`src/rtl/lsps_pkg.sv`:
```
`timescale 1ns / 1ps
// ----------------------------------------------------------------------------
// lsps_pkg
// Shared types, constants and helpers of the LED strip pixel serializer.
// ----------------------------------------------------------------------------
package lsps_pkg;

    localparam int LED_MAX  = 256;
    localparam int IDX_W    = $clog2(LED_MAX);
    localparam int CNT_W    = IDX_W + 1;
    localparam int DUR_W    = 15;
    localparam int PIX_W    = 24;
    localparam int BIT_W    = 5;
    localparam int CFG_IDX_W = 3;

    // command kinds
    localparam logic [2:0] K_WRITE   = 3'd0;
    localparam logic [2:0] K_FILL    = 3'd1;
    localparam logic [2:0] K_CLEAR   = 3'd2;
    localparam logic [2:0] K_READ    = 3'd3;
    localparam logic [2:0] K_REFRESH = 3'd4;
    localparam logic [2:0] K_TICK    = 3'd5;

    // configuration register indexes
    localparam logic [CFG_IDX_W-1:0] R_LED_COUNT = 3'd0;
    localparam logic [CFG_IDX_W-1:0] R_BIT0_HIGH = 3'd1;
    localparam logic [CFG_IDX_W-1:0] R_BIT0_LOW  = 3'd2;
    localparam logic [CFG_IDX_W-1:0] R_BIT1_HIGH = 3'd3;
    localparam logic [CFG_IDX_W-1:0] R_BIT1_LOW  = 3'd4;
    localparam logic [CFG_IDX_W-1:0] R_RESET_LOW = 3'd5;

    // waveform phases
    localparam logic [1:0] PH_HIGH  = 2'd0;
    localparam logic [1:0] PH_LOW   = 2'd1;
    localparam logic [1:0] PH_LATCH = 2'd2;

    localparam logic [BIT_W-1:0] LAST_BIT = 5'd23;

    typedef struct packed {
        logic [2:0] kind;
        logic [7:0] led_index;
        logic [7:0] red;
        logic [7:0] green;
        logic [7:0] blue;
    } t_in;

    typedef struct packed {
        logic       line_level;
        logic       busy_res;
        logic       frame_done;
        logic       accepted;
        logic       read_valid;
        logic [7:0] read_red;
        logic [7:0] read_green;
        logic [7:0] read_blue;
    } t_out;

    typedef struct packed {
        logic [8:0]       led_count;
        logic [DUR_W-1:0] bit0_high;
        logic [DUR_W-1:0] bit0_low;
        logic [DUR_W-1:0] bit1_high;
        logic [DUR_W-1:0] bit1_low;
        logic [DUR_W-1:0] reset_low;
    } t_cfg;

    // controller -> datapath
    typedef struct packed {
        logic capture;
        logic wr_pixel;
        logic sweep_init;
        logic sweep_wr;
        logic rd_idx;
        logic rd_first;
        logic rd_next;
        logic frame_start;
        logic tick;
        logic load_shift;
        logic res_load;
        logic res_acc;
        logic res_rv;
    } t_ctl;

    // datapath -> controller
    typedef struct packed {
        logic [2:0] kind;
        logic       sending;
        logic       idx_ok;
        logic       cnt_zero;
        logic       sweep_end;
        logic       tick_load;
    } t_stat;

    // duration of zero counts as one tick
    function automatic logic [DUR_W-1:0] dur(input logic [DUR_W-1:0] v);
        dur = (v == '0) ? DUR_W'(1) : v;
    endfunction

endpackage

```
`src/rtl/lsps_cfg.sv`:
```
`timescale 1ns / 1ps
// ----------------------------------------------------------------------------
// lsps_cfg
// Configuration register file: strip length and waveform timings.
// ----------------------------------------------------------------------------
module lsps_cfg (
    input  logic                               i_clk,
    input  logic                               i_rst_n,
    input  logic                               i_cfg_valid,
    output logic                               o_cfg_ready,
    input  logic [lsps_pkg::CFG_IDX_W-1:0]     i_cfg_index,
    input  logic [lsps_pkg::DUR_W-1:0]         i_cfg_data,
    output lsps_pkg::t_cfg                     o_cfg
);

    lsps_pkg::t_cfg r_cfg;

    assign o_cfg_ready = 1'b1;
    assign o_cfg       = r_cfg;

    always_ff @(posedge i_clk) begin
        if (!i_rst_n) begin
            r_cfg.led_count <= 9'd1;
            r_cfg.bit0_high <= lsps_pkg::DUR_W'(12);
            r_cfg.bit0_low  <= lsps_pkg::DUR_W'(28);
            r_cfg.bit1_high <= lsps_pkg::DUR_W'(28);
            r_cfg.bit1_low  <= lsps_pkg::DUR_W'(12);
            r_cfg.reset_low <= lsps_pkg::DUR_W'(100);
        end else if (i_cfg_valid) begin
            case (i_cfg_index)
                lsps_pkg::R_LED_COUNT: r_cfg.led_count <= i_cfg_data[8:0];
                lsps_pkg::R_BIT0_HIGH: r_cfg.bit0_high <= i_cfg_data;
                lsps_pkg::R_BIT0_LOW:  r_cfg.bit0_low  <= i_cfg_data;
                lsps_pkg::R_BIT1_HIGH: r_cfg.bit1_high <= i_cfg_data;
                lsps_pkg::R_BIT1_LOW:  r_cfg.bit1_low  <= i_cfg_data;
                lsps_pkg::R_RESET_LOW: r_cfg.reset_low <= i_cfg_data;
                default: ;
            endcase
        end
    end

endmodule

```
`config.mk`:
```
export PLATFORM = sky130hd
export DESIGN_NAME = lsps_cfg
export DESIGN_NICKNAME = d
export VERILOG_FILES = /design/src/rtl/lsps_pkg.sv /design/src/rtl/lsps_cfg.sv
export SDC_FILE = /design/constraint.sdc
export NUM_CORES = 1
export LEC_CHECK = 0
export ABC_CLOCK_PERIOD_IN_PS = 1200
export BUFFER_PORTS_ARGS = -buffer_cell sky130_fd_sc_hd__buf_2
export CAP_MARGIN = 20
export CORE_MARGIN = 3
export CORE_UTILIZATION = 45
export CTS_CLUSTER_DIAMETER = 30
export DETAILED_ROUTE_END_ITERATION = 8
export PLACE_DENSITY = 0.82
export SLEW_MARGIN = 20
export SYNTH_ARGS = -nofsm -noshare
export SYNTH_HDL_FRONTEND = slang
export SYNTH_SLANG_ARGS = --single-unit
```
`constraint.sdc`:
```
create_clock -name i_clk -period 1.2 [get_ports i_clk]
set_input_delay 0.24 -clock i_clk [delete_from_list [all_inputs] [get_ports i_clk]]
set_output_delay 0.24 -clock i_clk [all_outputs]
set_load 0.02 [all_outputs]
```
-- After elaboration in Yosys (flattened, before gate mapping)
Cells that the tools add are included.
- input port bits: 21
- register bits: 84
- output and inout port bits: 85
- logic and storage cells: 18
- eq/ne operators: 5
- reductions and logical operators: 7
- operator list (operator ; number):
    $reduce_and A2 Y1 ; 6
    $eq A3 B2 Y1 const B ; 2
    $eq A3 B3 Y1 const B ; 2
    $eq A3 B1 Y1 const B ; 1
    $logic_not A3 Y1 ; 1

-- Depth between registers and ports, before layout
- depth in word-level cells: 2
- mapped depth: 5
- depth with buffers taken out: 2

-- Worst setup path after synthesis
Ideal clock, no wire load.
- path type: in2reg
- start: in i_cfg_index[1] (netlist name)
- end: reg r_cfg (netlist bit o_cfg[76])
- data required time: 1.077 ns
- path slack: 0.043 ns
- arrival: 1.034 ns
- setup time: 0.123 ns
- stages: 3
- path buffers: 1
- path through: or4b_1 > buf_6 > mux2i_1
- word-level cells in the longest chain between the ends: 2
- ends and longest elaborated chain (element ; RTL line ; RTL):
    from (decl) ; lsps_cfg.sv:11 ; input logic [lsps_pkg::CFG_IDX_W-1:0] i_cfg_index,
    $logic_not A3 Y1 ; lsps_cfg.sv:30 ; case (i_cfg_index)
    $reduce_and A2 Y1 (no source line) ; n/a ;
    to (decl) ; lsps_cfg.sv:16 ; lsps_pkg::t_cfg r_cfg;
No other way between the ends.
A chain may end at the register's enable or synchronous reset.

-- Worst setup path in the final report
- start: reg r_cfg (netlist bit o_cfg[61])
- end: out o_cfg[61] (netlist name)
- RTL lines (element ; RTL line ; RTL):
    to (decl) ; lsps_cfg.sv:13 ; output lsps_pkg::t_cfg o_cfg
No word-level cell between the ends.

==> summary by stage <==
Run status
The flow ran to the end, and the final reports show no timing, DRC or antenna violations.

Detailed routing
The total wirelength of the detailed-routed design is between 7000 and 8000 um. For this block, the via count after detailed routing is 2,449. Using the TritonRoute via totals, the vias-per-cell ratio works out to slightly below 5. The average wire per standard cell is 14.7 um. After detailed routing, the number of remaining DRC violations is 0.

The detailed router finished its first iteration with 75 violations. The iteration count of the initial detailed-routing pass is 4. In this run the remaining antenna-violating nets after routing total 0.

Global routing
The final global-route overflow total is 0. The wire length of the first global-routing pass is 12,100 um. The number of global-route vias before repair is around 2,300. The initial antenna violation count came to 0. The maximum number of pins on one net before global-route repair is 41. For this run, the total global-route usage over all layers was measured as 0.188.

Die
After floorplanning, the core was divided into 29 placement rows. The die width is around 90 um. The y dimension of the die is approximately 90 um.

The floorplan die area is approximately 0.0081 sq mm. roughly 110 I/O pins were placed. After floorplanning, the core was sized to cover 0.00660 sq mm. For this configuration, the core starts out at a cell density of 0.480.

Synthesis
The netlist uses 15 different library cells. Of the synthesized area, sequential elements account for 0.530. The flip-flop and latch count after synthesis is 84. The synthesized net count is between 300 and 400.

Ranked by total cell area, the synthesized netlist is headed by sky130_fd_sc_hd__dfxtp_1, sky130_fd_sc_hd__mux2i_1, sky130_fd_sc_hd__nand2_1. After synthesis, the largest family of logic cells by area is multiplexers. The synthesized area per cell is between 10 and 15 sq um. The multiplexer share of the synthesized area is 0.265. The compound-gate portion of the synthesized area is 0. Of the post-synthesis cell area, the dominant cell type holds 0.530.

The adder and majority gate portion of the synthesized area is 0. The mapped netlist covers between 0.003 and 0.004 sq mm. The largest total area in the synthesized netlist belongs to sky130_fd_sc_hd__dfxtp_1. The synthesized-area fraction occupied by and/or/nand/nor cells is 0.165. Counting every instance in the synthesized netlist gives around 300. Of the total synthesized cell area, the portion taken by XOR and XNOR cells is 0.

For this run, the number of Yosys warnings is 0.

Placed design
At the end of routability-driven placement, the weighted congestion stood at approximately 0.80. The number of buffers inserted by port buffering is between 100 and 150. Summed over all nets, the half-perimeter wirelength after detailed placement is roughly 5600 um.

Power and ir drop
Summing internal, switching and leakage power gives between 5000 and 6000 uW. The leakage power is between 0.002 and 0.0025 uW. Across the VDD grid, the largest voltage drop is approximately 0.75 mV. The power per standard cell area is between 1000 and 1500 mW/mm^2.

Flow run
Across the run, the number of max-cap violations was 0.

STA
Static timing analysis puts the maximum clock frequency at a little under 0.9 GHz. On the final layout, the worst clock skew is 0 ns. Setup repair after global routing left no endpoint under its margin. Setup violations remaining at the end of the flow were counted as 0.

The final number of hold-violating endpoints is 0. In the finished design, the share of the clock period the worst path needs comes to 0.939. The post-route minimum period is about 1.1 ns. The worst hold margin is around 0.16 ns. The total count of max-transition violations in the final report was 0.

The summed negative setup slack over all endpoints is 0 ns.

Clock tree
The number of buffers inserted to repair setup after CTS is 0. TritonCTS built the clock tree. The number of gates given a new drive strength after cts is 0.

The count of hold buffers inserted by post-cts repair is 0. The H-tree level count is 3. The CTS sink count is 84. The insertion delay to the later sink of the worst-skew pair is 0.34 ns.

The buffer type at the clock tree root is sky130_fd_sc_hd__clkbuf_8. The longest clock path from root to sink contains 2 buffers. The clock-pin slew reported for the worst setup and hold paths after clock tree synthesis is around 0.080 ns. The number of buffers created by CTS is 9.

Min path
The worst min-delay path class is in -> reg.

Worst setup path
The largest driver fanout on the critical path is 2. The arrival time at the worst endpoint is just under 0.9 ns. The number of buffers and inverters on the critical path is 1.

The worst setup path is launched from a flop. On the critical path the largest part of the delay comes from flip-flops. The data required time of the critical path is around 0.96 ns. The signal on the critical path passes through buf_2.

The classification of the worst setup path is reg -> out. STA classifies the critical path endpoint as an output pin. The largest stage delay on the critical path is roughly 0.37 ns. For this design, the slowest cell found on the critical path is sky130_fd_sc_hd__dfxtp_1.

Layout
The number of nets in the final layout is between 400 and 500. The antenna cell count is 0. The post-synthesis to final-layout area growth is 28.3%.

The library cell used most frequently in the layout, excluding fill and tap cells, is sky130_fd_sc_hd__buf_2. Leaving out fill and tap cells, the most frequent cells in the layout are sky130_fd_sc_hd__buf_2, sky130_fd_sc_hd__nand2_1, sky130_fd_sc_hd__mux2i_1, sky130_fd_sc_hd__dfxtp_1, sky130_fd_sc_hd__nor2b_1. The register with the most flip-flops in the layout has 84 of them. In the final layout, the share of cells above drive strength 1 is 0.324.
## metal layers
layer | track usage | share of wire | wire length (um) | vias up
met1 | 0.255 | 0.48 | 3610 | 1156
li1 | - | - | - | 1216
met4 | 0.0906 | 0.019 | 145 | 0
met2 | 0.287 | 0.46 | 3430 | 66
met5 | 0 | 0 | 0 | -
met3 | 0.0367 | 0.044 | 329 | 11
## cell usage after synthesis, drive strengths merged
master   number
nand4bb       2
conb          1
nor2b        20
dfxtp        84
or4b          1
nand2        85
buf          15
nand4b        2
clkbuf        8
and4b         1
mux2i        84
and4bb        1
## power breakdown
group          internal, uW  switching, uW
Clock                   961            960
Sequential             2850           31.3
Combinational           188            292
## cell families (layout without fill, tap and decap cells)
group / after synthesis / count (layout)
AND/OR/NAND/NOR: 112 / 112
buffers and inverters: 23 / 136
other: 1 / 1
multiplexers: 84 / 84
flip-flops: 84 / 84
## worst register-to-register path: stages (launching register included)
cell	delay, ns
sky130_fd_sc_hd__dfxtp_1	0.34
sky130_fd_sc_hd__nand2_1	0.06
sky130_fd_sc_hd__mux2i_1	0.17
## final cells by class
| class | instances | area (sq um) |
|---|---|---|
| clock inverters | 4 | 50.0 |
| multi-input cells | 197 | 1370 |
| repair buffers | 120 | 716 |
| fillers | 596 | 2540 |
| clock buffers | 12 | 135 |
| well taps | 93 | 116 |
| flip-flops and latches | 84 | 1680 |
## path summary, 6_finish.rpt
path                      start  slack [ns]   endpoint  depth (start not counted)
setup / recovery      o_cfg[61]        0.07  o_cfg[61]                          1
hold / removal    i_cfg_data[2]        0.16  o_cfg[77]                          3
setup reg to reg       o_cfg[4]        0.56   o_cfg[4]                          2
hold reg to reg       o_cfg[15]        0.46  o_cfg[15]                          2
## per-stage QoR
| step | area [sq um] | utilization | std cells | setup slack [ns] |
|---|---|---|---|---|
| finish | 4070 | 0.616 | 510 | 0.0737 |
| global route | 4070 | 0.616 | 510 | 0.0413 |
| CTS | 4070 | 0.616 | 510 | 0.0593 |
| detailed placement | 3880 | 0.588 | 494 | -0.115 |
| global placement | 3880 | 0.588 | 494 | -0.123 |
| floorplan | 3170 | - | 304 | 0.0430 |
Power figures use the tool's default switching activity.
