File: src/rtl/lsps_pkg.sv
`timescale 1ns / 1ps
// ----------------------------------------------------------------------------
// lsps_pkg
// Shared types, constants and helpers of the LED strip pixel serializer.
// ----------------------------------------------------------------------------
package lsps_pkg;

    localparam int LED_MAX  = 256;
    localparam int IDX_W    = $clog2(LED_MAX);
    localparam int CNT_W    = IDX_W + 1;
    localparam int DUR_W    = 15;
    localparam int PIX_W    = 24;
    localparam int BIT_W    = 5;
    localparam int CFG_IDX_W = 3;

    // command kinds
    localparam logic [2:0] K_WRITE   = 3'd0;
    localparam logic [2:0] K_FILL    = 3'd1;
    localparam logic [2:0] K_CLEAR   = 3'd2;
    localparam logic [2:0] K_READ    = 3'd3;
    localparam logic [2:0] K_REFRESH = 3'd4;
    localparam logic [2:0] K_TICK    = 3'd5;

    // configuration register indexes
    localparam logic [CFG_IDX_W-1:0] R_LED_COUNT = 3'd0;
    localparam logic [CFG_IDX_W-1:0] R_BIT0_HIGH = 3'd1;
    localparam logic [CFG_IDX_W-1:0] R_BIT0_LOW  = 3'd2;
    localparam logic [CFG_IDX_W-1:0] R_BIT1_HIGH = 3'd3;
    localparam logic [CFG_IDX_W-1:0] R_BIT1_LOW  = 3'd4;
    localparam logic [CFG_IDX_W-1:0] R_RESET_LOW = 3'd5;

    // waveform phases
    localparam logic [1:0] PH_HIGH  = 2'd0;
    localparam logic [1:0] PH_LOW   = 2'd1;
    localparam logic [1:0] PH_LATCH = 2'd2;

    localparam logic [BIT_W-1:0] LAST_BIT = 5'd23;

    typedef struct packed {
        logic [2:0] kind;
        logic [7:0] led_index;
        logic [7:0] red;
        logic [7:0] green;
        logic [7:0] blue;
    } t_in;

    typedef struct packed {
        logic       line_level;
        logic       busy_res;
        logic       frame_done;
        logic       accepted;
        logic       read_valid;
        logic [7:0] read_red;
        logic [7:0] read_green;
        logic [7:0] read_blue;
    } t_out;

    typedef struct packed {
        logic [8:0]       led_count;
        logic [DUR_W-1:0] bit0_high;
        logic [DUR_W-1:0] bit0_low;
        logic [DUR_W-1:0] bit1_high;
        logic [DUR_W-1:0] bit1_low;
        logic [DUR_W-1:0] reset_low;
    } t_cfg;

    // controller -> datapath
    typedef struct packed {
        logic capture;
        logic wr_pixel;
        logic sweep_init;
        logic sweep_wr;
        logic rd_idx;
        logic rd_first;
        logic rd_next;
        logic frame_start;
        logic tick;
        logic load_shift;
        logic res_load;
        logic res_acc;
        logic res_rv;
    } t_ctl;

    // datapath -> controller
    typedef struct packed {
        logic [2:0] kind;
        logic       sending;
        logic       idx_ok;
        logic       cnt_zero;
        logic       sweep_end;
        logic       tick_load;
    } t_stat;

    // duration of zero counts as one tick
    function automatic logic [DUR_W-1:0] dur(input logic [DUR_W-1:0] v);
        dur = (v == '0) ? DUR_W'(1) : v;
    endfunction

endpackage

File: src/rtl/lsps_ctrl.sv
`timescale 1ns / 1ps
// ----------------------------------------------------------------------------
// lsps_ctrl
// Command sequencer: decodes a word, drives the datapath, strobes the result.
// ----------------------------------------------------------------------------
module lsps_ctrl (
    input  logic            i_clk,
    input  logic            i_rst_n,
    input  logic            i_start,
    output logic            o_busy,
    output logic            o_done,
    input  lsps_pkg::t_stat i_stat,
    output lsps_pkg::t_ctl  o_ctl
);

    localparam logic [1:0] S_IDLE  = 2'd0;
    localparam logic [1:0] S_EXEC  = 2'd1;
    localparam logic [1:0] S_SWEEP = 2'd2;
    localparam logic [1:0] S_RESP  = 2'd3;

    logic [1:0] r_state, n_state;
    logic       r_done, n_done;
    logic       r_acc, n_acc;
    logic       r_rv, n_rv;
    logic       r_load, n_load;

    assign o_busy = r_state != S_IDLE;
    assign o_done = r_done;

    always_comb begin
        n_state = r_state;
        n_done  = 1'b0;
        n_acc   = r_acc;
        n_rv    = r_rv;
        n_load  = r_load;
        o_ctl   = '0;
        o_ctl.capture = i_start && (r_state == S_IDLE);

        case (r_state)
            S_IDLE: begin
                if (i_start) begin
                    n_state = S_EXEC;
                    n_acc   = 1'b0;
                    n_rv    = 1'b0;
                    n_load  = 1'b0;
                end
            end
            S_EXEC: begin
                n_state = S_RESP;
                case (i_stat.kind)
                    lsps_pkg::K_WRITE: begin
                        if (!i_stat.sending && i_stat.idx_ok) begin
                            o_ctl.wr_pixel = 1'b1;
                            n_acc          = 1'b1;
                        end
                    end
                    lsps_pkg::K_FILL, lsps_pkg::K_CLEAR: begin
                        if (!i_stat.sending) begin
                            o_ctl.sweep_init = 1'b1;
                            n_acc            = 1'b1;
                            n_state          = S_SWEEP;
                        end
                    end
                    lsps_pkg::K_READ: begin
                        if (i_stat.idx_ok) begin
                            o_ctl.rd_idx = 1'b1;
                            n_acc        = 1'b1;
                            n_rv         = 1'b1;
                        end
                    end
                    lsps_pkg::K_REFRESH: begin
                        if (!i_stat.sending) begin
                            o_ctl.frame_start = 1'b1;
                            n_acc             = 1'b1;
                            if (!i_stat.cnt_zero) begin
                                o_ctl.rd_first = 1'b1;
                                n_load         = 1'b1;
                            end
                        end
                    end
                    lsps_pkg::K_TICK: begin
                        if (i_stat.sending) begin
                            o_ctl.tick = 1'b1;
                            n_acc      = 1'b1;
                            if (i_stat.tick_load) begin
                                o_ctl.rd_next = 1'b1;
                                n_load        = 1'b1;
                            end
                        end
                    end
                    default: ;
                endcase
            end
            S_SWEEP: begin
                if (i_stat.sweep_end) begin
                    n_state = S_RESP;
                end else begin
                    o_ctl.sweep_wr = 1'b1;
                end
            end
            S_RESP: begin
                o_ctl.res_load   = 1'b1;
                o_ctl.load_shift = r_load;
                o_ctl.res_acc    = r_acc;
                o_ctl.res_rv     = r_rv;
                n_done           = 1'b1;
                n_state          = S_IDLE;
            end
            default: begin
                n_state = S_IDLE;
            end
        endcase
    end

    always_ff @(posedge i_clk) begin
        if (!i_rst_n) begin
            r_state <= S_IDLE;
            r_done  <= 1'b0;
            r_acc   <= 1'b0;
            r_rv    <= 1'b0;
            r_load  <= 1'b0;
        end else begin
            r_state <= n_state;
            r_done  <= n_done;
            r_acc   <= n_acc;
            r_rv    <= n_rv;
            r_load  <= n_load;
        end
    end

endmodule

File: config.mk
export PLATFORM = sky130hd
export DESIGN_NAME = lsps_ctrl
export DESIGN_NICKNAME = d
export VERILOG_FILES = /design/src/rtl/lsps_pkg.sv /design/src/rtl/lsps_ctrl.sv
export SDC_FILE = /design/constraint.sdc
export NUM_CORES = 1
export LEC_CHECK = 0
export BUFFER_PORTS_ARGS = -buffer_cell sky130_fd_sc_hd__buf_2
export CORE_AREA = 5 5 42 44
export CTS_CLUSTER_SIZE = 24
export DETAILED_ROUTE_END_ITERATION = 6
export DIE_AREA = 0 0 47 49
export PLACE_DENSITY = 0.69
export SLEW_MARGIN = 20
export SYNTH_ARGS = -nofsm -noshare
export SYNTH_HDL_FRONTEND = slang
export SYNTH_SLANG_ARGS = --single-unit
File: constraint.sdc
create_clock -name i_clk -period 2 [get_ports i_clk]
set_clock_uncertainty 0.15 [all_clocks]
set_input_delay 0.4 -clock i_clk [delete_from_list [all_inputs] [get_ports i_clk]]
set_output_delay 0.4 -clock i_clk [all_outputs]
set_load 0.005 [all_outputs]
-- After elaboration in Yosys (flattened, before gate mapping)
Index checks and enable logic that the tools add are counted.
- word-level logic and storage cells: 80
- bits of input ports: 11
- flip-flop bits (word level): 6
- muxes and demuxes: 41
- reductions and logical operators: 13
- equality and inequality tests: 21
- operator list (kind ; count):
    $mux W1 ; 30
    $ne A3 B3 Y1 const B ; 7
    $reduce_and A7 Y1 ; 2
    $pmux W1 S2 ; 4
    $pmux W2 S4 ; 1
    $eq A3 B2 Y1 const B ; 2
    $eq A3 B3 Y1 const B ; 2
    $mux W2 ; 3
    $ne A2 B2 Y1 const B ; 3
    $mux W5 ; 1
    $ne A5 B2 Y1 const B ; 1
    $eq A2 B2 Y1 const B ; 2
    $mux W4 ; 1
    $pmux W1 S4 ; 1
    $reduce_and A4 Y1 ; 1
    $reduce_bool A2 Y1 ; 2
    $eq A3 B1 Y1 const B ; 1
    $logic_not A3 Y1 ; 1
    $ne A3 B1 Y1 const B ; 1
    $reduce_or A3 Y1 ; 1
    $eq A2 B1 Y1 const B ; 1
    $logic_and A1 B1 Y1 ; 2
    $logic_not A2 Y1 ; 1
    $ne A2 B1 Y1 const B ; 1
    3 further kinds ; 3

-- Longest topological paths before layout
- depth in word-level cells: 5
- mapped depth: 6
- mapped depth without buffers: 6

-- Least setup slack after synthesis
Ideal clock, no wire load.
- path kind: in2out
- start: input i_stat[6] in the netlist's numbering
- end: output o_ctl[11] in the netlist's numbering
- data required time: 1.450 ns
- arrival time: 1.154 ns
- slack: 0.296 ns
- path buffers: 1
- cell stages on the path: 3
- cells stage by stage: buf_6 -> or4_4 -> nor3_2
- RTL lines (item ; line ; text):
    start: declaration ; lsps_ctrl.sv:12 ; input lsps_pkg::t_stat i_stat,
    end: declaration ; lsps_ctrl.sv:13 ; output lsps_pkg::t_ctl o_ctl

==> impl_summary.txt <==
----------------------------------------------------
[Detailed routing]
  Post-route ant nets ... 0
  Average via count per standard cell ... 5.09
  Router iterations before antenna repair ... 4
  Total number of vias ... 550
  Count of routing violations after the opening detailed-route iteration ... 5
  Routed wire per std cell ... 11.0 µm
  Total wire length after detailed routing ... roughly 1200 µm
  Post-route DRC ... 0

[Critical path]
  Reg2Reg Setup Slack ... approximately 0.43 ns
  Reg-to-reg critical path startpoint ... r_state[0]$_SDFFE_PN0P_
  Worst Path Arrival ... 1.37 ns
  Worst Path Class, Setup ... flip-flop to primary output
  Crit path capture type ... primary output
  Reg2reg path depth ... 5
  Worst r2r dst ... r_load$_SDFFE_PN0P_
  Critical path peak fanout ... 5
  Data required time of the critical path ... around 1.5 ns
  Element type at the critical path start ... flip-flop

[Timing]
  Upper clock frequency limit ... roughly 0.52 GHz
  Fin. Hold Viols ... 0
  Minimum clock period ... 1.92 ns
  Worst slew pin tran ... 0.335 ns
  Fin. max-slew vios ... 0
  Worst hold slack across all endpoints ... 0.256 ns
  Final Cycle Share ... 96.2%
  Worst max-slew margin expressed relative to the limit ... 77.4%
  Final count of negative-setup-slack endpoints ... 0
  RSZ-0062 raised after global routing ... true

[GRT]
  Global-route congestion overflow total ... 0
  Maximum number of pins on one net before global-route repair ... 12
  Overall global routing resource usage ... between 10% and 20%
  Antenna violations before repair ... 0
  Via count of the first global-routing pass ... 489
  Global-route wire length before repair ... 2020 µm

[Cells and area]
  Final #Nets ... roughly 110
  Post-route cell area ... 673 µm²
  Final Non-Filler Cells ... 108
  Utilization after layout ... 48.0%
  Layout fillers ... 153
  Share of cells above drive strength 1 ... a little over two fifths
  Layout overhead on the synthesized area ... 32.2%
  Commonest non-fill, non-tap cells in the layout ... sky130_fd_sc_hd__buf_2, sky130_fd_sc_hd__inv_1, sky130_fd_sc_hd__a21oi_1
  Antenna cell count ... 0
  Most common cell after layout, fill and taps aside ... sky130_fd_sc_hd__buf_2

[Clocking]
  Insertion delay of the later-clocked pin in the worst-skew pair ... roughly 0.24 ns
  CTS sink count ... 6
  Deepest clock path buffer count ... 2
  Number of CTS-inserted buffers ... 3
  Clock-pin slew on the worst setup and hold paths ... around 0.04 ns
  Clock tree from TritonCTS ... done
  H-Tree Depth ... 1
  Root buffer selected by CTS ... sky130_fd_sc_hd__clkbuf_4

[Synthesis]
  Mapped Area ... 509 µm²
  Mapped Nets ... 82
  Number of instances in the synthesized netlist ... 67
  Yosys warning count ... 0
  Sequential area share after synthesis ... 23.6%
  Register bit total from synthesis ... 6
  Distinct cell type count of the synthesized netlist ... 23
  Avg Synthesized Cell Area ... 7.60 µm²

[Worst hold path]
  Tightest Hold Check Type ... primary input to flip-flop
  Start point of the worst hold path ... i_rst_n
  Number of instances on the worst hold path ... 2
  Hold endpoint ... o_done$_SDFF_PN0_

[Place]
  Port Buffer Count ... 25
  Area of placed instances ... around 610 µm²
  Routability congestion estimate from global placement ... 0.765
  Detailed placer's ending HPWL ... ~940 µm
  Total instance count after detailed placement ... 104

[Floorplan]
  I/O pin count ... 26
  Number of core rows ... 14
  Placeable core region ... 1400 µm²
  Initial standard-cell utilization of the core ... a little over a third
  Die outline area ... 2300 µm²
  Die width ... approximately 47 µm
  Die Y-Extent ... ~50 µm

[Power and ir drop]
  Combinational share of power ... 49.0%
  Net Switching ... about 0.00022 W
  Switching part of the total ... 39.7%
  Internal power contribution ... 0.000331 W
  Part of the power in registers ... between 30% and 40%
  Clk network pwr share ... about a fifth
  Worst-case vdd ir drop ... 0.529 mV
  Pwr dens ... 815 nW/µm²
  Leak ... between 0.3 and 0.4 nW

[Outcome]
  Run status ... complete, no violations

[Job]
  Max-cap violations ... 0

----------------------------------------------------
-- metal layers --
layer	part of all wire, %	global-route usage, %
met1	40	13.2
met2	50	19.2
met3	9.3	4.80
met4	0	4.15
met5	0	0
-- worst max-delay path, cell delays in order, from the launching register on --
cell and delay, ns:
sky130_fd_sc_hd__dfxtp_2 0.34, sky130_fd_sc_hd__inv_1 0.11, sky130_fd_sc_hd__ha_4 0.16, sky130_fd_sc_hd__nand3b_1 0.16, sky130_fd_sc_hd__nor2_2 0.15, sky130_fd_sc_hd__and2_1 0.12
sky130_fd_sc_hd__buf_2 0.10
-- Yosys cell counts --
cell	instances	area [µm²]
sky130_fd_sc_hd__nand2_1	4	15.0
sky130_fd_sc_hd__o21ai_0	5	25.0
sky130_fd_sc_hd__nand3_1	1	5.00
sky130_fd_sc_hd__or4_4	1	11.3
sky130_fd_sc_hd__nor2_1	4	15.0
sky130_fd_sc_hd__buf_4	2	15.0
sky130_fd_sc_hd__xnor2_1	1	8.76
sky130_fd_sc_hd__inv_1	7	26.3
sky130_fd_sc_hd__ha_1	4	50.1
sky130_fd_sc_hd__a21oi_1	6	30.0
sky130_fd_sc_hd__buf_6	3	33.8
sky130_fd_sc_hd__a41oi_1	1	8.76
sky130_fd_sc_hd__nor3_1	3	15.0
sky130_fd_sc_hd__dfxtp_1	6	120
sky130_fd_sc_hd__a31oi_1	1	6.26
sky130_fd_sc_hd__nand2b_1	1	6.26
sky130_fd_sc_hd__nand3b_1	1	7.51
sky130_fd_sc_hd__nor3_2	1	10.0
sky130_fd_sc_hd__nor2b_1	3	18.8
sky130_fd_sc_hd__mux2i_1	1	10.0
sky130_fd_sc_hd__o31ai_1	2	15.0
sky130_fd_sc_hd__nor4_1	4	25.0
sky130_fd_sc_hd__and2_1	5	31.3
-- logic make-up (layout without fill, tap and decap cells) --
family                   count (synthesis)  count (layout)  share of synthesized area [%]
flip-flops                               6               6                           23.6
AO/OA/AOI/OAI                           15              15                           16.7
buffers and inverters                   12              37                           14.7
multiplexers                             1               1                           1.97
adder cells (fa/ha/maj)                  4               4                           9.83
AND/OR/NAND/NOR                         28              28                           31.4
XOR/XNOR                                 1               1                           1.72
-- final cells by class --
cell class | instances | area [µm²] | area share, %
flip-flops and latches | 6 | 123 | 18.2
multi-input cells | 49 | 342 | 50.7
well taps | 16 | 20.0 | 2.97
inverters | 7 | 26.3 | 3.90
repair buffers | 27 | 140 | 20.8
clock buffers | 3 | 22.5 | 3.35
-- state kept, by name, indices dropped and copies added (netlist names) --
register and flops:
r_acc 1, r_state 2, r_rv 1, r_load 1, o_done 1
-- what timing repair did --
action | CTS | global route
resized for setup | 1 | 7
setup endpoints to repair | 2 | 6
pin swaps | 0 | 1
setup buffers | 0 | 1
hold buffers | 0 | 0
-- power groups by stage --
stage                     registers (W)  logic, W  clock network [W]
after floorplan                0.000160  0.000178                  0
after global placement         0.000165  0.000238                  0
after detailed placement       0.000165  0.000242                  0
after CTS                      0.000164  0.000243           0.000113
after global routing           0.000176  0.000305           0.000122
final                          0.000172  0.000269           0.000108
-- worst max path at each step --
| stage | startpoint | slack, ns | to | cells after the start |
|---|---|---|---|---|
| floorplan | i_stat[6] | 0.30 | o_ctl[11] | 3 |
| global placement | i_stat[6] | 0.15 | o_ctl[11] | 4 |
| detailed placement | i_stat[6] | 0.13 | o_ctl[11] | 4 |
| CTS | r_state[1]$_SDFFE_PN0P_ | 0.005 | o_ctl[10] | 5 |
| global route | r_state[1]$_SDFFE_PN0P_ | -0.04 | o_ctl[6] | 6 |
| finish | r_state[1]$_SDFFE_PN0P_ | 0.08 | o_ctl[6] | 6 |
-- stage by stage --
stage / TNS, ns / setup slack [ns] / power, W
5_1_grt: -0.0650 / -0.0387 / 0.000603
6_report: 0 / 0.0761 / 0.000549
3_3_place_gp: 0 / 0.155 / 0.000403
2_1_floorplan: 0 / 0.296 / 0.000338
4_1_cts: 0 / 0.00524 / 0.000520
3_5_place_dp: 0 / 0.127 / 0.000407
(Power assumes the default switching activity.)
